### config.mk
export PLATFORM = sky130hd
export DESIGN_NAME = source_char_tokenizer_flat
export DESIGN_NICKNAME = d
export VERILOG_FILES = /design/src/hw/rtl/sct_pkg.sv /design/src/hw/rtl/sct_if.sv /design/src/hw/rtl/sct_front.sv /design/src/hw/rtl/sct_queue.sv /design/src/hw/rtl/sct_back.sv /design/src/hw/rtl/source_char_tokenizer.sv /design/src/flat_wrapper.sv
export SDC_FILE = /design/constraint.sdc
export NUM_CORES = 1
export LEC_CHECK = 0
export ABC_AREA = 1
export BUFFER_PORTS_ARGS = -buffer_cell sky130_fd_sc_hd__buf_2
export CORE_UTILIZATION = 55
export CTS_BUF_LIST = sky130_fd_sc_hd__clkbuf_4
export CTS_CLUSTER_SIZE = 24
export DETAILED_ROUTE_END_ITERATION = 10
export PLACE_DENSITY = 0.76
export SLEW_MARGIN = 20
export SYNTH_ARGS = -nofsm -noshare
export SYNTH_HDL_FRONTEND = slang
export SYNTH_SLANG_ARGS = --single-unit
### constraint.sdc
create_clock -name clk -period 3.7 [get_ports clk]
set_clock_uncertainty 0.1 [all_clocks]
set_input_delay 0.74 -clock clk [delete_from_list [all_inputs] [get_ports clk]]
set_output_delay 0.74 -clock clk [all_outputs]
set_load 0.005 [all_outputs]
### src/hw/rtl/sct_pkg.sv
// Shared types, token kinds and byte classes for the source tokenizer.
`default_nettype none
package sct_pkg;

	typedef logic [3:0] kind_t;
	typedef logic [3:0] cls_t;

	localparam kind_t KIND_END     = 4'd0;
	localparam kind_t KIND_FUNC    = 4'd1;
	localparam kind_t KIND_IDENT   = 4'd2;
	localparam kind_t KIND_NUMBER  = 4'd3;
	localparam kind_t KIND_LINEEND = 4'd4;
	localparam kind_t KIND_LBRACE  = 4'd5;
	localparam kind_t KIND_RBRACE  = 4'd6;
	localparam kind_t KIND_LPAREN  = 4'd7;
	localparam kind_t KIND_RPAREN  = 4'd8;
	localparam kind_t KIND_PLUS    = 4'd9;
	localparam kind_t KIND_MINUS   = 4'd10;
	localparam kind_t KIND_STAR    = 4'd11;
	localparam kind_t KIND_SLASH   = 4'd12;
	localparam kind_t KIND_EQUALS  = 4'd13;
	localparam kind_t KIND_BSLASH  = 4'd14;
	localparam kind_t KIND_ERROR   = 4'd15;

	localparam cls_t CLS_SPACE = 4'd0;
	localparam cls_t CLS_CR    = 4'd1;
	localparam cls_t CLS_LF    = 4'd2;
	localparam cls_t CLS_ALPHA = 4'd3;
	localparam cls_t CLS_DIGIT = 4'd4;
	localparam cls_t CLS_DOT   = 4'd5;
	localparam cls_t CLS_BSL   = 4'd6;
	localparam cls_t CLS_HASH  = 4'd7;
	localparam cls_t CLS_PUNCT = 4'd8;
	localparam cls_t CLS_BAD   = 4'd9;

	localparam int QDEPTH    = 4;
	localparam int QPTR_W    = 2;
	localparam int OUT_DEPTH = 4;
	localparam int OPTR_W    = 2;

	localparam logic [7:0] IDENT_MAX = 8'd255;
	localparam logic [4:0] FRAC_MAX  = 5'd31;

	typedef struct packed {
		logic [7:0] ch;
		logic       eoi;
		cls_t       cls;
		kind_t      kind;
	} item_t;

	typedef struct packed {
		kind_t      kind;
		logic [7:0] text_length;
		logic [4:0] frac_digits;
		logic [7:0] bad_char;
		logic       last;
	} tok_meta_t;

	function automatic logic [7:0] kw_char(input logic [1:0] idx);
		logic [7:0] c;
		case (idx)
			2'd0:    c = 8'h66;
			2'd1:    c = 8'h75;
			2'd2:    c = 8'h6E;
			default: c = 8'h63;
		endcase
		return c;
	endfunction

endpackage
`default_nettype wire

### src/hw/rtl/sct_if.sv
// Handshake interfaces for the source byte and token channels.
`default_nettype none
interface sct_src_if;
	logic       valid;
	logic       ready;
	logic [7:0] ch;
	logic       end_of_input;

	modport source (output valid, output ch, output end_of_input, input ready);
	modport sink (input valid, input ch, input end_of_input, output ready);
endinterface

interface sct_tok_if #(
	parameter int MANTISSA_BITS = 48
);
	logic                     valid;
	logic                     ready;
	logic [3:0]               kind;
	logic [7:0]               text_length;
	logic [MANTISSA_BITS-1:0] mantissa;
	logic [4:0]               frac_digits;
	logic [7:0]               bad_char;
	logic                     last;

	modport source (output valid, output kind, output text_length, output mantissa,
		output frac_digits, output bad_char, output last, input ready);
	modport sink (input valid, input kind, input text_length, input mantissa,
		input frac_digits, input bad_char, input last, output ready);
endinterface
`default_nettype wire

### src/hw/rtl/sct_front.sv
// Front end: takes source beats and registers each byte with its class.
`default_nettype none
module sct_front (
	input  wire            clk,
	input  wire            arst_n,
	sct_src_if.sink        src,
	output logic           valid_s1,
	output sct_pkg::item_t item_s1,
	input  wire            down_ready
);

	sct_pkg::cls_t  cls;
	sct_pkg::kind_t kind;

	always_comb begin
		cls  = sct_pkg::CLS_PUNCT;
		kind = sct_pkg::KIND_ERROR;
		case (src.ch) inside
			[8'h61:8'h7A], [8'h41:8'h5A], 8'h5F: cls = sct_pkg::CLS_ALPHA;
			[8'h30:8'h39]:                       cls = sct_pkg::CLS_DIGIT;
			8'h2E:                               cls = sct_pkg::CLS_DOT;
			8'h20, 8'h09, 8'h0B, 8'h0C:          cls = sct_pkg::CLS_SPACE;
			8'h0D:                               cls = sct_pkg::CLS_CR;
			8'h0A:                               cls = sct_pkg::CLS_LF;
			8'h5C:                               cls = sct_pkg::CLS_BSL;
			8'h23:                               cls = sct_pkg::CLS_HASH;
			8'h7B:                               kind = sct_pkg::KIND_LBRACE;
			8'h7D:                               kind = sct_pkg::KIND_RBRACE;
			8'h28:                               kind = sct_pkg::KIND_LPAREN;
			8'h29:                               kind = sct_pkg::KIND_RPAREN;
			8'h2B:                               kind = sct_pkg::KIND_PLUS;
			8'h2D:                               kind = sct_pkg::KIND_MINUS;
			8'h2A:                               kind = sct_pkg::KIND_STAR;
			8'h2F:                               kind = sct_pkg::KIND_SLASH;
			8'h3D:                               kind = sct_pkg::KIND_EQUALS;
			default:                             cls = sct_pkg::CLS_BAD;
		endcase
	end

	assign src.ready = !valid_s1 || down_ready;

	always_ff @(posedge clk or negedge arst_n) begin
		if (!arst_n) begin
			valid_s1 <= 1'b0;
		end else if (src.ready) begin
			valid_s1 <= src.valid;
		end
	end

	always_ff @(posedge clk) begin
		if (src.ready && src.valid) begin
			item_s1.ch   <= src.ch;
			item_s1.eoi  <= src.end_of_input;
			item_s1.cls  <= cls;
			item_s1.kind <= kind;
		end
	end

endmodule
`default_nettype wire

### src/hw/rtl/sct_queue.sv
// Short queue of classified bytes between front and back.
`default_nettype none
module sct_queue (
	input  wire            clk,
	input  wire            arst_n,
	input  wire            push_valid,
	input  wire sct_pkg::item_t push_item,
	output logic           push_ready,
	output logic           pop_valid,
	output sct_pkg::item_t pop_item,
	input  wire            pop
);

	sct_pkg::item_t             mem_q [sct_pkg::QDEPTH];
	logic [sct_pkg::QPTR_W-1:0] wr_ptr_q;
	logic [sct_pkg::QPTR_W-1:0] rd_ptr_q;
	logic [sct_pkg::QPTR_W:0]   cnt_q;
	logic                       do_push;
	logic                       do_pop;

	assign push_ready = cnt_q != (sct_pkg::QPTR_W+1)'(sct_pkg::QDEPTH);
	assign pop_valid  = cnt_q != '0;
	assign pop_item   = mem_q[rd_ptr_q];
	assign do_push    = push_valid && push_ready;
	assign do_pop     = pop && pop_valid;

	always_ff @(posedge clk or negedge arst_n) begin
		if (!arst_n) begin
			wr_ptr_q <= '0;
			rd_ptr_q <= '0;
			cnt_q    <= '0;
		end else begin
			if (do_push) begin
				wr_ptr_q <= wr_ptr_q + 1'b1;
			end
			if (do_pop) begin
				rd_ptr_q <= rd_ptr_q + 1'b1;
			end
			cnt_q <= cnt_q + (sct_pkg::QPTR_W+1)'(do_push) - (sct_pkg::QPTR_W+1)'(do_pop);
		end
	end

	always_ff @(posedge clk) begin
		if (do_push) begin
			mem_q[wr_ptr_q] <= push_item;
		end
	end

endmodule
`default_nettype wire

### src/hw/rtl/sct_back.sv
// Back end: token state machine and result queue feeding the token channel.
`default_nettype none
module sct_back #(
	parameter int MANTISSA_BITS = 48
) (
	input  wire            clk,
	input  wire            arst_n,
	input  wire            head_valid,
	input  wire sct_pkg::item_t head,
	output logic           pop,
	sct_tok_if.source      tok
);

	localparam int MB = MANTISSA_BITS;
	localparam logic [2:0] MODE_IDLE    = 3'd0;
	localparam logic [2:0] MODE_IDENT   = 3'd1;
	localparam logic [2:0] MODE_NUMBER  = 3'd2;
	localparam logic [2:0] MODE_BSLASH  = 3'd3;
	localparam logic [2:0] MODE_COMMENT = 3'd4;
	localparam logic [2:0] MODE_HALT    = 3'd5;

	logic [2:0]    mode_q, mode_d;
	logic [7:0]    len_q, len_d;
	logic          kwm_q, kwm_d;
	logic [MB-1:0] val_q, val_d;
	logic [4:0]    frac_q, frac_d;
	logic [1:0]    dots_q, dots_d;

	// token opened by the current byte
	logic                st_v;
	sct_pkg::tok_meta_t  st_meta;
	logic [2:0]          st_mode;
	logic [7:0]          st_len;
	logic                st_kwm;
	logic [MB-1:0]       st_val;
	logic [1:0]          st_dots;

	logic [7:0]          ia_len;
	logic                ia_kwm;
	logic [MB+3:0]       wide;
	logic                fits;
	logic [MB-1:0]       na_val;
	logic [4:0]          na_frac;
	logic [1:0]          na_dots;

	sct_pkg::tok_meta_t  id_meta, num_meta, bsl_meta, end_meta;
	logic                a_v, b_v;
	sct_pkg::tok_meta_t  a_meta, b_meta;
	logic [MB-1:0]       a_mant;
	logic                o0_v, o1_v;
	sct_pkg::tok_meta_t  o0_meta, o1_meta;
	logic [MB-1:0]       o0_mant;
	logic [1:0]          n_res;

	sct_pkg::tok_meta_t         meta_mem_q [sct_pkg::OUT_DEPTH];
	logic [MB-1:0]              mant_mem_q [sct_pkg::OUT_DEPTH];
	logic [sct_pkg::OPTR_W-1:0] owr_q, ord_q;
	logic [sct_pkg::OPTR_W:0]   ocnt_q;
	logic                       rd;

	assign rd  = tok.valid && tok.ready;
	assign pop = head_valid && (ocnt_q <= (sct_pkg::OPTR_W+1)'(sct_pkg::OUT_DEPTH - 2));

	always_comb begin
		id_meta = '0;
		id_meta.kind = (kwm_q && len_q == 8'd4) ? sct_pkg::KIND_FUNC : sct_pkg::KIND_IDENT;
		id_meta.text_length = len_q;
		num_meta = '0;
		num_meta.kind = sct_pkg::KIND_NUMBER;
		num_meta.frac_digits = frac_q;
		bsl_meta = '0;
		bsl_meta.kind = sct_pkg::KIND_BSLASH;
		end_meta = '0;
		end_meta.kind = sct_pkg::KIND_END;
	end

	// identifier extension
	always_comb begin
		ia_kwm = kwm_q;
		if (len_q < 8'd4) begin
			if (head.ch != sct_pkg::kw_char(len_q[1:0])) begin
				ia_kwm = 1'b0;
			end
		end else begin
			ia_kwm = 1'b0;
		end
		ia_len = (len_q == sct_pkg::IDENT_MAX) ? len_q : len_q + 8'd1;
	end

	// number extension: v*10 + d, overflow when the top bits are set
	always_comb begin
		wide = ({4'b0, val_q} << 3) + ({4'b0, val_q} << 1) + (MB+4)'(head.ch[3:0]);
		fits = wide[MB+3:MB] == 4'd0;
		na_val  = val_q;
		na_frac = frac_q;
		na_dots = dots_q;
		if (head.cls == sct_pkg::CLS_DOT) begin
			if (dots_q < 2'd2) begin
				na_dots = dots_q + 2'd1;
			end
		end else if (dots_q == 2'd0) begin
			na_val = fits ? wide[MB-1:0] : {MB{1'b1}};
		end else if (dots_q == 2'd1 && fits && frac_q < sct_pkg::FRAC_MAX) begin
			na_val  = wide[MB-1:0];
			na_frac = frac_q + 5'd1;
		end
	end

	// byte handled from idle
	always_comb begin
		st_v    = 1'b0;
		st_meta = '0;
		st_mode = MODE_IDLE;
		st_len  = '0;
		st_kwm  = 1'b1;
		st_val  = '0;
		st_dots = '0;
		case (head.cls)
			sct_pkg::CLS_ALPHA: begin
				st_mode = MODE_IDENT;
				st_len  = 8'd1;
				st_kwm  = head.ch == sct_pkg::kw_char(2'd0);
			end
			sct_pkg::CLS_DIGIT: begin
				st_mode = MODE_NUMBER;
				st_val  = MB'(head.ch[3:0]);
			end
			sct_pkg::CLS_DOT: begin
				st_mode = MODE_NUMBER;
				st_dots = 2'd1;
			end
			sct_pkg::CLS_LF: begin
				st_v         = 1'b1;
				st_meta.kind = sct_pkg::KIND_LINEEND;
			end
			sct_pkg::CLS_BSL: begin
				st_mode = MODE_BSLASH;
			end
			sct_pkg::CLS_HASH: begin
				st_mode = MODE_COMMENT;
			end
			sct_pkg::CLS_PUNCT: begin
				st_v         = 1'b1;
				st_meta.kind = head.kind;
			end
			sct_pkg::CLS_BAD: begin
				st_v             = 1'b1;
				st_meta.kind     = sct_pkg::KIND_ERROR;
				st_meta.bad_char = head.ch;
				st_mode          = MODE_HALT;
			end
			default: begin
			end
		endcase
	end

	always_comb begin
		mode_d = mode_q;
		len_d  = len_q;
		kwm_d  = kwm_q;
		val_d  = val_q;
		frac_d = frac_q;
		dots_d = dots_q;
		a_v    = 1'b0;
		a_meta = '0;
		a_mant = '0;
		b_v    = 1'b0;
		b_meta = '0;
		if (mode_q != MODE_HALT && head.eoi) begin
			case (mode_q)
				MODE_IDENT: begin
					a_v    = 1'b1;
					a_meta = id_meta;
				end
				MODE_NUMBER: begin
					a_v    = 1'b1;
					a_meta = num_meta;
					a_mant = val_q;
				end
				MODE_BSLASH: begin
					a_v    = 1'b1;
					a_meta = bsl_meta;
				end
				default: begin
				end
			endcase
			b_v    = 1'b1;
			b_meta = end_meta;
			mode_d = MODE_IDLE;
			len_d  = '0;
			kwm_d  = 1'b1;
			val_d  = '0;
			frac_d = '0;
			dots_d = '0;
		end else begin
			case (mode_q)
				MODE_HALT: begin
				end
				MODE_IDENT: begin
					if (head.cls == sct_pkg::CLS_ALPHA || head.cls == sct_pkg::CLS_DIGIT) begin
						len_d = ia_len;
						kwm_d = ia_kwm;
					end else begin
						a_v    = 1'b1;
						a_meta = id_meta;
					end
				end
				MODE_NUMBER: begin
					if (head.cls == sct_pkg::CLS_DIGIT || head.cls == sct_pkg::CLS_DOT) begin
						val_d  = na_val;
						frac_d = na_frac;
						dots_d = na_dots;
					end else begin
						a_v    = 1'b1;
						a_meta = num_meta;
						a_mant = val_q;
					end
				end
				MODE_BSLASH: begin
					if (head.cls == sct_pkg::CLS_LF) begin
						mode_d = MODE_IDLE;
					end else begin
						a_v    = 1'b1;
						a_meta = bsl_meta;
					end
				end
				MODE_COMMENT: begin
					if (head.cls == sct_pkg::CLS_LF || head.cls == sct_pkg::CLS_CR) begin
						mode_d = MODE_IDLE;
					end
				end
				default: begin
				end
			endcase
			// byte restarts from idle: idle itself, or a token that just closed
			if (mode_q == MODE_IDLE || a_v) begin
				b_v    = st_v;
				b_meta = st_meta;
				mode_d = st_mode;
				len_d  = st_len;
				kwm_d  = st_kwm;
				val_d  = st_val;
				frac_d = '0;
				dots_d = st_dots;
			end
		end
	end

	always_comb begin
		o0_v    = a_v || b_v;
		o1_v    = a_v && b_v;
		o0_meta = a_v ? a_meta : b_meta;
		o0_mant = a_v ? a_mant : '0;
		o1_meta = b_meta;
		o0_meta.last = !o1_v;
		o1_meta.last = 1'b1;
		n_res = {1'b0, o0_v} + {1'b0, o1_v};
	end

	always_ff @(posedge clk or negedge arst_n) begin
		if (!arst_n) begin
			mode_q <= MODE_IDLE;
			len_q  <= '0;
			kwm_q  <= 1'b1;
			val_q  <= '0;
			frac_q <= '0;
			dots_q <= '0;
		end else if (pop) begin
			mode_q <= mode_d;
			len_q  <= len_d;
			kwm_q  <= kwm_d;
			val_q  <= val_d;
			frac_q <= frac_d;
			dots_q <= dots_d;
		end
	end

	always_ff @(posedge clk or negedge arst_n) begin
		if (!arst_n) begin
			owr_q  <= '0;
			ord_q  <= '0;
			ocnt_q <= '0;
		end else begin
			if (pop) begin
				owr_q <= owr_q + sct_pkg::OPTR_W'(n_res);
			end
			if (rd) begin
				ord_q <= ord_q + 1'b1;
			end
			ocnt_q <= ocnt_q + (pop ? (sct_pkg::OPTR_W+1)'(n_res) : '0)
				- (sct_pkg::OPTR_W+1)'(rd);
		end
	end

	always_ff @(posedge clk) begin
		if (pop && o0_v) begin
			meta_mem_q[owr_q] <= o0_meta;
			mant_mem_q[owr_q] <= o0_mant;
		end
		if (pop && o1_v) begin
			meta_mem_q[owr_q + 1'b1] <= o1_meta;
			mant_mem_q[owr_q + 1'b1] <= '0;
		end
	end

	assign tok.valid       = ocnt_q != '0;
	assign tok.kind        = meta_mem_q[ord_q].kind;
	assign tok.text_length = meta_mem_q[ord_q].text_length;
	assign tok.frac_digits = meta_mem_q[ord_q].frac_digits;
	assign tok.bad_char    = meta_mem_q[ord_q].bad_char;
	assign tok.last        = meta_mem_q[ord_q].last;
	assign tok.mantissa    = mant_mem_q[ord_q];

endmodule
`default_nettype wire

### src/hw/rtl/source_char_tokenizer.sv
// Top level of the streaming source tokenizer.
//
//  channel  side  beat payload
//  src      in    ch[7:0], end_of_input
//  tok      out   kind, text_length, mantissa, frac_digits, bad_char, last
//
// One source beat per cycle while the back end and tok side keep up; a byte that closes
// a token and starts another gives two token beats, which the tok side takes in turn.
// A source beat passes the front register, the byte queue and the back end, which
// writes the four-entry token queue, before its first token beat is valid.
// Back end takes a byte only with two free token slots; either side stalls alone.
// arst_n clears state to idle; after an error token every later beat is dropped.
`default_nettype none
module source_char_tokenizer #(
	parameter int MANTISSA_BITS = 48
) (
	input  wire       clk,
	input  wire       arst_n,
	sct_src_if.sink   src,
	sct_tok_if.source tok
);

	logic           f_valid;
	sct_pkg::item_t f_item;
	logic           q_ready;
	logic           h_valid;
	sct_pkg::item_t h_item;
	logic           h_pop;

	sct_front u_front (
		.clk        (clk),
		.arst_n     (arst_n),
		.src        (src),
		.valid_s1   (f_valid),
		.item_s1    (f_item),
		.down_ready (q_ready)
	);

	sct_queue u_queue (
		.clk        (clk),
		.arst_n     (arst_n),
		.push_valid (f_valid),
		.push_item  (f_item),
		.push_ready (q_ready),
		.pop_valid  (h_valid),
		.pop_item   (h_item),
		.pop        (h_pop)
	);

	sct_back #(
		.MANTISSA_BITS (MANTISSA_BITS)
	) u_back (
		.clk        (clk),
		.arst_n     (arst_n),
		.head_valid (h_valid),
		.head       (h_item),
		.pop        (h_pop),
		.tok        (tok)
	);

endmodule
`default_nettype wire
### src/flat_wrapper.sv
// flat-port wrapper written by rule: the top's interface ports become plain ports
module source_char_tokenizer_flat 
#(
	parameter int MANTISSA_BITS = 48
)
  (clk, arst_n, src_valid, src_ch, src_end_of_input, src_ready, tok_valid, tok_kind, tok_text_length, tok_mantissa, tok_frac_digits, tok_bad_char, tok_last, tok_ready);
  sct_src_if src_i ();
  sct_tok_if #(.MANTISSA_BITS(MANTISSA_BITS)) tok_i ();
  input  wire clk;
  input  wire arst_n;
  input wire logic [$bits(src_i.valid)-1:0] src_valid;
  input wire logic [$bits(src_i.ch)-1:0] src_ch;
  input wire logic [$bits(src_i.end_of_input)-1:0] src_end_of_input;
  output wire logic [$bits(src_i.ready)-1:0] src_ready;
  output wire logic [$bits(tok_i.valid)-1:0] tok_valid;
  output wire logic [$bits(tok_i.kind)-1:0] tok_kind;
  output wire logic [$bits(tok_i.text_length)-1:0] tok_text_length;
  output wire logic [$bits(tok_i.mantissa)-1:0] tok_mantissa;
  output wire logic [$bits(tok_i.frac_digits)-1:0] tok_frac_digits;
  output wire logic [$bits(tok_i.bad_char)-1:0] tok_bad_char;
  output wire logic [$bits(tok_i.last)-1:0] tok_last;
  input wire logic [$bits(tok_i.ready)-1:0] tok_ready;
  assign src_i.valid = src_valid;
  assign src_i.ch = src_ch;
  assign src_i.end_of_input = src_end_of_input;
  assign src_ready = src_i.ready;
  assign tok_valid = tok_i.valid;
  assign tok_kind = tok_i.kind;
  assign tok_text_length = tok_i.text_length;
  assign tok_mantissa = tok_i.mantissa;
  assign tok_frac_digits = tok_i.frac_digits;
  assign tok_bad_char = tok_i.bad_char;
  assign tok_last = tok_i.last;
  assign tok_i.ready = tok_ready;
  source_char_tokenizer #(.MANTISSA_BITS(MANTISSA_BITS)) u_core (.clk(clk), .arst_n(arst_n), .src(src_i), .tok(tok_i));
endmodule
==> impl_metrics.csv, run 1 <==
group,metric,value,unit
outcome,outcome,"finished clean",
grt,overflow,0,
finish,syn_to_final_growth,16.0,%
die,coreArea,43000,sq um
timing,rsz0062_at_grt,"true",
placement,post_dp_cell_area,25300,sq um
worst_setup_path,worstSetupStartpointType,"flop",
yosys,syn_nets,3265,
worst_setup_path,crit_type,"flop to primary output",
pwr,intPower,10900,uW
hold_path,hold_class,"input pin to flop",
worst_setup_path,crit_required,2.86,ns
routing,wl,72.4,mm
yosys,syn_area,23900,sq um
finish,num-fill-cells,3708,
timing,finalSetupViolations,0,
clocking,clk_pin_slew_worst_paths,0.06,ns
clocking,clock-root-buffer,"clkbuf_4",
die,num_rows,76,
pwr,power_density,674,nW/um^2
clocking,clk_path_buf_depth,3,
pwr,sw_frac_of_total,0.418,
timing,min_period_over_period,0.978,
yosys,avgSynthCellArea,7.64,sq um
worst_setup_path,critPathCaptureType,"primary output",
worst_setup_path,cp_max_fo,80,
grt,grt_usage,0.315,
placement,place.gp.congestion,0.958,
pwr,pwr-share-seq,0.326,
timing,hold_viol_final,0,
yosys,netlist_instances,3132,
pwr,vdd_drop_max,0.675,mV
die,die_w,211,um
clocking,cts_tree,"done",
routing,drt-initial-drc-count,2324,
routing,drc,0,
routing,ant_nets,0,
grt,grt_pass1_vias,21764,
clocking,cts.sinks,463,
die,die_y,211,um
routing,vias,22704,
yosys,synth-edff-count,133,
pwr,clock_power_share,0.240,
grt,grt_max_degree,150,
timing,timing.slew.headroom,0.490,
routing,wire_per_inst,18.2,um
yosys,ys_seq_area_frac,0.460,
grt,grt_pass1_wl,111,mm
yosys,ys_types,51,
pwr,p_leak,0.0125,uW
placement,io_buffers,88,
die,start_util,0.557,
finish,fin_nets,3441,
timing,clock.fmax,276,MHz
yosys,synth_warnings,0,
yosys,synth_top_area_frac,0.207,
timing,fin_hold_ws,0.0577,ns
clocking,cts_made_buffers,115,
yosys,async_flop_share,0.177,
pwr,pwr-share-comb,0.435,
finish,utilization,0.646,
pwr,p_switching,7820,uW
yosys,ys.flop_type,"dfxtp_1",
yosys,synth_area_leaders,"dfxtp_1 21%, edfxtp_1 17%, nand2_1 14%",
grt,antenna_found_initial,5,
routing,dr.pass1.iters,7,
routing,viasPerCell,5.70,
timing,period_needed,3.62,ns
finish,finish.instance_area,27800,sq um
timing,worst_pin_slew,0.764,ns
placement,dp_hpwl,47.2,mm
yosys,synth_top_area_cell,"dfxtp_1",
flow_run,cap_violations,0,
die,dieArea,44400,sq um
yosys,synth-seq-cells,463,
clocking,h-tree-depth,3,
die,io_pins,89,
worst_setup_path,arrival,2.78,ns
clocking,insertion_delay,0.89,ns
finish,drive_gt1_frac,0.155,
timing,timing_max_transition_violations_final,0,
[stage by stage]
stage | worst slack, ns | setup TNS, ns | power, uW | std cells
final | 0.0798 | 0 | 18700 | 3985
after floorplan | -0.0542 | -2.93 | 10500 | 3132
after global routing | -0.0598 | -1.37 | 19700 | 3984
after detailed placement | -0.245 | -10.31 | 13200 | 3730
after CTS | -0.00792 | -0.0115 | 17800 | 3959
after global placement | -0.202 | -7.29 | 13000 | 3730
[kinds of logic after synthesis]
| family | Yosys count | share of synthesized area |
|---|---|---|
| xor gates and xnor gates | 57 | 0.0209 |
| adders and majority gates | 120 | 0.0640 |
| AOI/OAI and AO/OA | 657 | 0.146 |
| buffers and inverters | 396 | 0.0653 |
| and+or+nand+nor | 1439 | 0.244 |
| DFF | 463 | 0.460 |
[cells in the mapped netlist (all sizes together) (4+ instances only)]
| cell type | instances |
|---|---|
| a21oi | 69 |
| a31oi | 7 |
| buf | 36 |
| clkbuf | 109 |
| dfrtp | 81 |
| dfxtp | 248 |
| edfxtp | 133 |
| fa | 4 |
| ha | 116 |
| inv | 249 |
| nand2 | 876 |
| nand3 | 97 |
| nand4 | 66 |
| nor2 | 352 |
| nor3 | 35 |
| o21ai | 469 |
| o21bai | 6 |
| o22ai | 88 |
| xnor2 | 30 |
| xor2 | 27 |
[state kept, by name, indices dropped and copies added (netlist names), 3 cells and up]
| register | flops |
|---|---|
| u_core.u_back.mant_mem_q | 192 |
| u_core.u_back.meta_mem_q | 104 |
| u_core.u_queue.mem_q | 68 |
| u_core.u_back.val_q | 48 |
| u_core.u_front.item_s1 | 17 |
| u_core.u_back.len_q | 8 |
| u_core.u_back.frac_q | 5 |
| u_core.u_back.mode_q | 3 |
| u_core.u_back.ocnt_q | 3 |
| u_core.u_queue.cnt_q | 3 |
[cell type report]
class                      count  area [sq um]  share of cell area
sequential                   463         11000               0.397
clock buffer                 178          1340              0.0481
timing repair buffer         204          1700              0.0612
clock inverter                28           218             0.00784
multi-input combinational   2273         11800               0.425
inverter                     251           956              0.0344
tap                          585           732              0.0263
antenna                        3          7.51            0.000270
[path summary, 6_finish.rpt]
kind / endpoint / start / cells past startpoint / slack (ns)
max in group asynchronous: u_core.u_back.kwm_q / arst_n / 3 / 2.43
worst min-delay path: u_core.u_front.item_s1[11] / src_ch[2] / 1 / 0.06
worst min register to register: u_core.u_back.mant_mem_q[2][5] / u_core.u_back.mant_mem_q[2][5] / 2 / 0.35
worst max-delay path: tok_mantissa[6] / u_core.u_back.ord_q[0] / 5 / 0.08
min in group asynchronous: u_core.u_queue.rd_ptr_q[1] / arst_n / 2 / 0.21
worst max register to register: u_core.u_back.val_q[23] / u_core.u_queue.rd_ptr_q[1] / 23 / 0.09
[metal layers]
layer  vias up  track usage  wire length (um)
li1      10837            -                 -
met2       975        0.494             32200
met3       117       0.0708              6480
met1     10771        0.430             31900
met4         4        0.104              1760
met5         -            0                27
[what timing repair did]
item,in CTS,in global routing
endpoints found under the hold margin,29,0
endpoints found under the setup margin,53,390
setup buffers,14,17
cloned,1,6
pin swaps,8,40
hold buffers,8,0
gates resized for setup,22,108
[critical path, cell delays in order, from the launching register on]
cell     delay [ns]
dfrtp_4        0.53
inv_4          0.28
buf_12         0.34
o21ai_0        0.13
o22ai_1        0.37
buf_2          0.20
[layout by cell type, fill, tap and decap left out, types with 11 or more instances in the layout]
master and count:
buf_4 81, buf_2 87, dfrtp_1 77, nand2_2 51, clkbuf_4 178, o22ai_1 87
nand3_2 11, clkinv_1 18, nand4_1 65, ha_1 111, nor3_1 27, inv_1 220
nor2_1 344, xnor2_1 30, edfxtp_1 133, nand3_1 86, o21ai_1 75, a21oi_1 66
nand2_1 814, inv_2 25, dfxtp_1 248, xor2_1 27, buf_12 14, o21ai_0 392
[power groups by stage]
stage          Clock [uW]  Sequential (uW)  Combinational (uW)
2_1_floorplan           0             6050                4470
3_3_place_gp            0             6130                6880
3_5_place_dp            0             6160                7030
4_1_cts              4550             6060                7230
5_1_grt              4800             6130                8740
6_report             4490             6100                8140
Note: power is estimated with default switching activity, not from simulation.
==> run 2, diff against run 1 <==
ABC_AREA = unset   (was 1)
==> impl_metrics.csv, run 2 <==
group,metric,value,unit
finish,num-fill-cells,2615,
worst_setup_path,crit_type,"flop to flop",
grt,grt_pass1_vias,19061,
worst_setup_path,cp_max_fo,12,
clocking,clock-root-buffer,"clkbuf_4",
placement,dp_slack,-0.943,ns
yosys,async_flop_share,0.177,
finish,largest_register,"u_core.u_back.mant_mem_q",
routing,wl,68.6,mm
worst_setup_path,r2r-end,"u_core.u_back.val_q[11]",
finish,largest_reg_flops,192,
yosys,synth-edff-count,133,
worst_setup_path,crit_path_start,"u_core.u_queue.rd_ptr_q[0]",
yosys,syn_nets,2077,
die,coreArea,40700,sq um
yosys,synth-simple-area-share,0.0921,
routing,drc,0,
finish,utilization,0.719,
worst_setup_path,critPathCaptureType,"flop",
finish,layout_commonest_cell,"buf_4",
finish,reg.largest.list,"u_core.u_back.mant_mem_q (192), u_core.u_back.meta_mem_q (104), u_core.u_queue.mem_q (68)",
worst_setup_path,critPathTopFamily,"compound AO/OA/AOI/OAI gates",
routing,wire_per_inst,22.8,um
routing,ant_nets,0,
die,dieArea,42100,sq um
timing,timing_max_transition_violations_final,0,
yosys,synth-compound-area-share,0.201,
finish,multi_input_area,11500,sq um
yosys,ys_seq_area_frac,0.485,
yosys,synth_top_area_cell,"dfxtp_1",
yosys,synth_warnings,0,
clocking,cts.sinks,463,
yosys,synth_adder_area_share,0.0674,
worst_setup_path,max_stage_delay,0.56,ns
pwr,p_leak,0.0123,uW
worst_setup_path,crit_required,4.45,ns
finish,drive_gt1_frac,0.362,
finish,fin_nets,2517,
timing,setup_ws,-1.04,ns
yosys,ys.flop_type,"dfxtp_1",
clocking,cts_made_buffers,115,
finish,syn_to_final_growth,28.9,%
yosys,synth_top_family_by_area,"compound AO/OA/AOI/OAI gates",
worst_setup_path,rr_worst_depth,16,
worst_setup_path,crit_path_end,"u_core.u_back.val_q[11]",
placement,place.gp.congestion,0.968,
timing,finalSetupViolations,400,
timing,hold_viol_final,0,
yosys,synth-seq-cells,463,
die,die_y,205,um
yosys,synth.most_common_cell,"dfxtp_1",
routing,vias,18991,
finish,final-seq-area,11000,sq um
timing,clock.fmax,211,MHz
outcome,violations,"negative setup slack",
yosys,netlist_instances,1944,
clocking,insertion_delay,0.94,ns
routing,viasPerCell,6.30,
routing,drt-initial-drc-count,1743,
clocking,cts_tree,"done",
yosys,avgSynthCellArea,11.7,sq um
grt,overflow,0,
timing,period_needed,4.74,ns
yosys,synthMuxAreaShare,0.0953,
hold_path,hp-start,"src_ch[6]",
worst_setup_path,cp_slowest_cell,"mux4_2",
pwr,vdd_drop_max,0.776,mV
worst_setup_path,critPathBufInv,3,
clocking,h-tree-depth,3,
grt,grt_pass1_wl,98.4,mm
worst_setup_path,rrSetupSlack,-1.04,ns
hold_path,hold_class,"input pin to flop",
grt,antenna_found_initial,2,
timing,rsz0062_at_grt,"true",
timing,timing.slew.headroom,0.389,
yosys,synth_top_area_frac,0.219,
yosys,syn_area,22700,sq um
clocking,clk_pin_slew_worst_paths,0.07,ns
timing,min_period_over_period,1.28,
die,io_pins,89,
die,start_util,0.558,
worst_setup_path,crit_chain,"mux4_2 -> fa_2 -> fa_2 -> a211oi_2 -> o211a_1 -> o211ai_2 -> buf_4 -> o211ai_1 -> and2_4 -> o21ai_4 -> a221oi_4 -> buf_6 -> o41a_4 -> clkbuf_16 -> nor2_1 -> o2bb2ai_2",
placement,dp_hpwl,40.2,mm
worst_setup_path,crit_top_cell,"fa_2",
outcome,outcome,"complete, but fails checks",
die,num_rows,74,
yosys,ys_types,97,
worst_setup_path,worstSetupStartpointType,"flop",
finish,mostFrequentLayoutCells,"250 x buf_4, 248 x dfxtp_1, 216 x a22o_1, 174 x clkbuf_4, 136 x nand2_1",
timing,worst_pin_slew,0.916,ns
worst_setup_path,critical_path_depth,16,
yosys,synth_area_leaders,"dfxtp_1 22%, edfxtp_1 18%, mux4_2 9.0%",
flow_run,cap_violations,0,
yosys,ys_top_cells_by_count,"248 x dfxtp_1, 216 x a22o_1, 148 x nand2_1",
clocking,clk_path_buf_depth,3,
placement,io_buffers,88,
worst_setup_path,arrival,5.49,ns
pwr,power_density,603,nW/um^2
yosys,synth-xor-area-share,0.0227,
routing,dr.pass1.iters,6,
die,die_w,205,um
worst_setup_path,r2r_start,"u_core.u_queue.rd_ptr_q[0]",
grt,grt_usage,0.298,
grt,grt_max_degree,56,
==> run 2: worst min path at each step <==
stage / slack, ns / depth (start not counted) / endpoint
floorplan: 0.32 / 2 / u_core.u_back.meta_mem_q[2][14]
global placement: 0.33 / 2 / u_core.u_back.meta_mem_q[0][21]
detailed placement: 0.34 / 2 / u_core.u_back.meta_mem_q[3][14]
CTS: 0.01 / 1 / u_core.u_front.item_s1[15]
global route: -0.02 / 1 / u_core.u_front.item_s1[15]
finish: 0.06 / 1 / u_core.u_front.item_s1[15]
==> run 2: cell families (layout without fill, tap and decap cells) <==
| family | Yosys count | count (layout) |
|---|---|---|
| muxes | 102 | 102 |
| DFF | 463 | 463 |
| buffers and inverters | 175 | 707 |
| xor gates and xnor gates | 59 | 59 |
| other | 0 | 5 |
| and+or+nand+nor | 446 | 447 |
| AOI/OAI and AO/OA | 579 | 580 |
| adders and majority gates | 120 | 120 |
==> run 2: power breakdown <==
group / switching [uW] / internal (uW)
sequential: 412 / 5770
clock: 2120 / 2290
combinational: 3830 / 3230
==> run 2: stage by stage <==
step                hold slack [ns]  instances  cell area [sq um]  TNS, ns  power (uW)
finish                       0.0584       3015              29300  -170.46       17700
global route                -0.0217       3015              29300  -247.69       18400
CTS                          0.0106       2953              28100   -69.51       16700
detailed placement            0.339       2702              25800  -130.47       11700
global placement              0.330       2702              25800  -107.87       11600
floorplan                     0.319       1944              23300   -40.32        9960
==> run 2: what timing repair did <==
item                                   4_1_cts  5_1_grt
setup endpoints to repair                  401      403
endpoints found under the hold margin       54        0
hold buffers                                 3        0
buffers inserted                            26       33
gates resized for setup                     64      113
pin swaps                                   75       56
gates cloned                                11       27
==> run 2: worst register-to-register path: stages, from the launching register on <==
cell,delay [ns]
dfrtp_1,0.40
mux4_2,0.56
fa_2,0.48
fa_2,0.44
a211oi_2,0.28
o211a_1,0.27
o211ai_2,0.15
buf_4,0.18
o211ai_1,0.27
and2_4,0.22
o21ai_4,0.07
a221oi_4,0.39
buf_6,0.16
o41a_4,0.26
clkbuf_16,0.22
nor2_1,0.07
o2bb2ai_2,0.15
==> run 2: final cells by class <==
class / count / area share
Sequential cell: 463 / 0.376
Antenna cell: 5 / 0.000427
Clock buffer: 174 / 0.0446
Tap cell: 532 / 0.0227
Timing Repair Buffer: 444 / 0.147
Multi-Input combinational cell: 1308 / 0.394
Timing Repair inverter: 1 / 0.000555
Clock inverter: 37 / 0.00713
Inverter: 51 / 0.00769
==> run 2: layer usage <==
layer,track usage,wire [um],vias up
met5,0,0,-
met4,0.161,3760,0
met3,0.0545,5070,257
met2,0.512,33700,947
met1,0.355,26100,9384
li1,-,-,8403
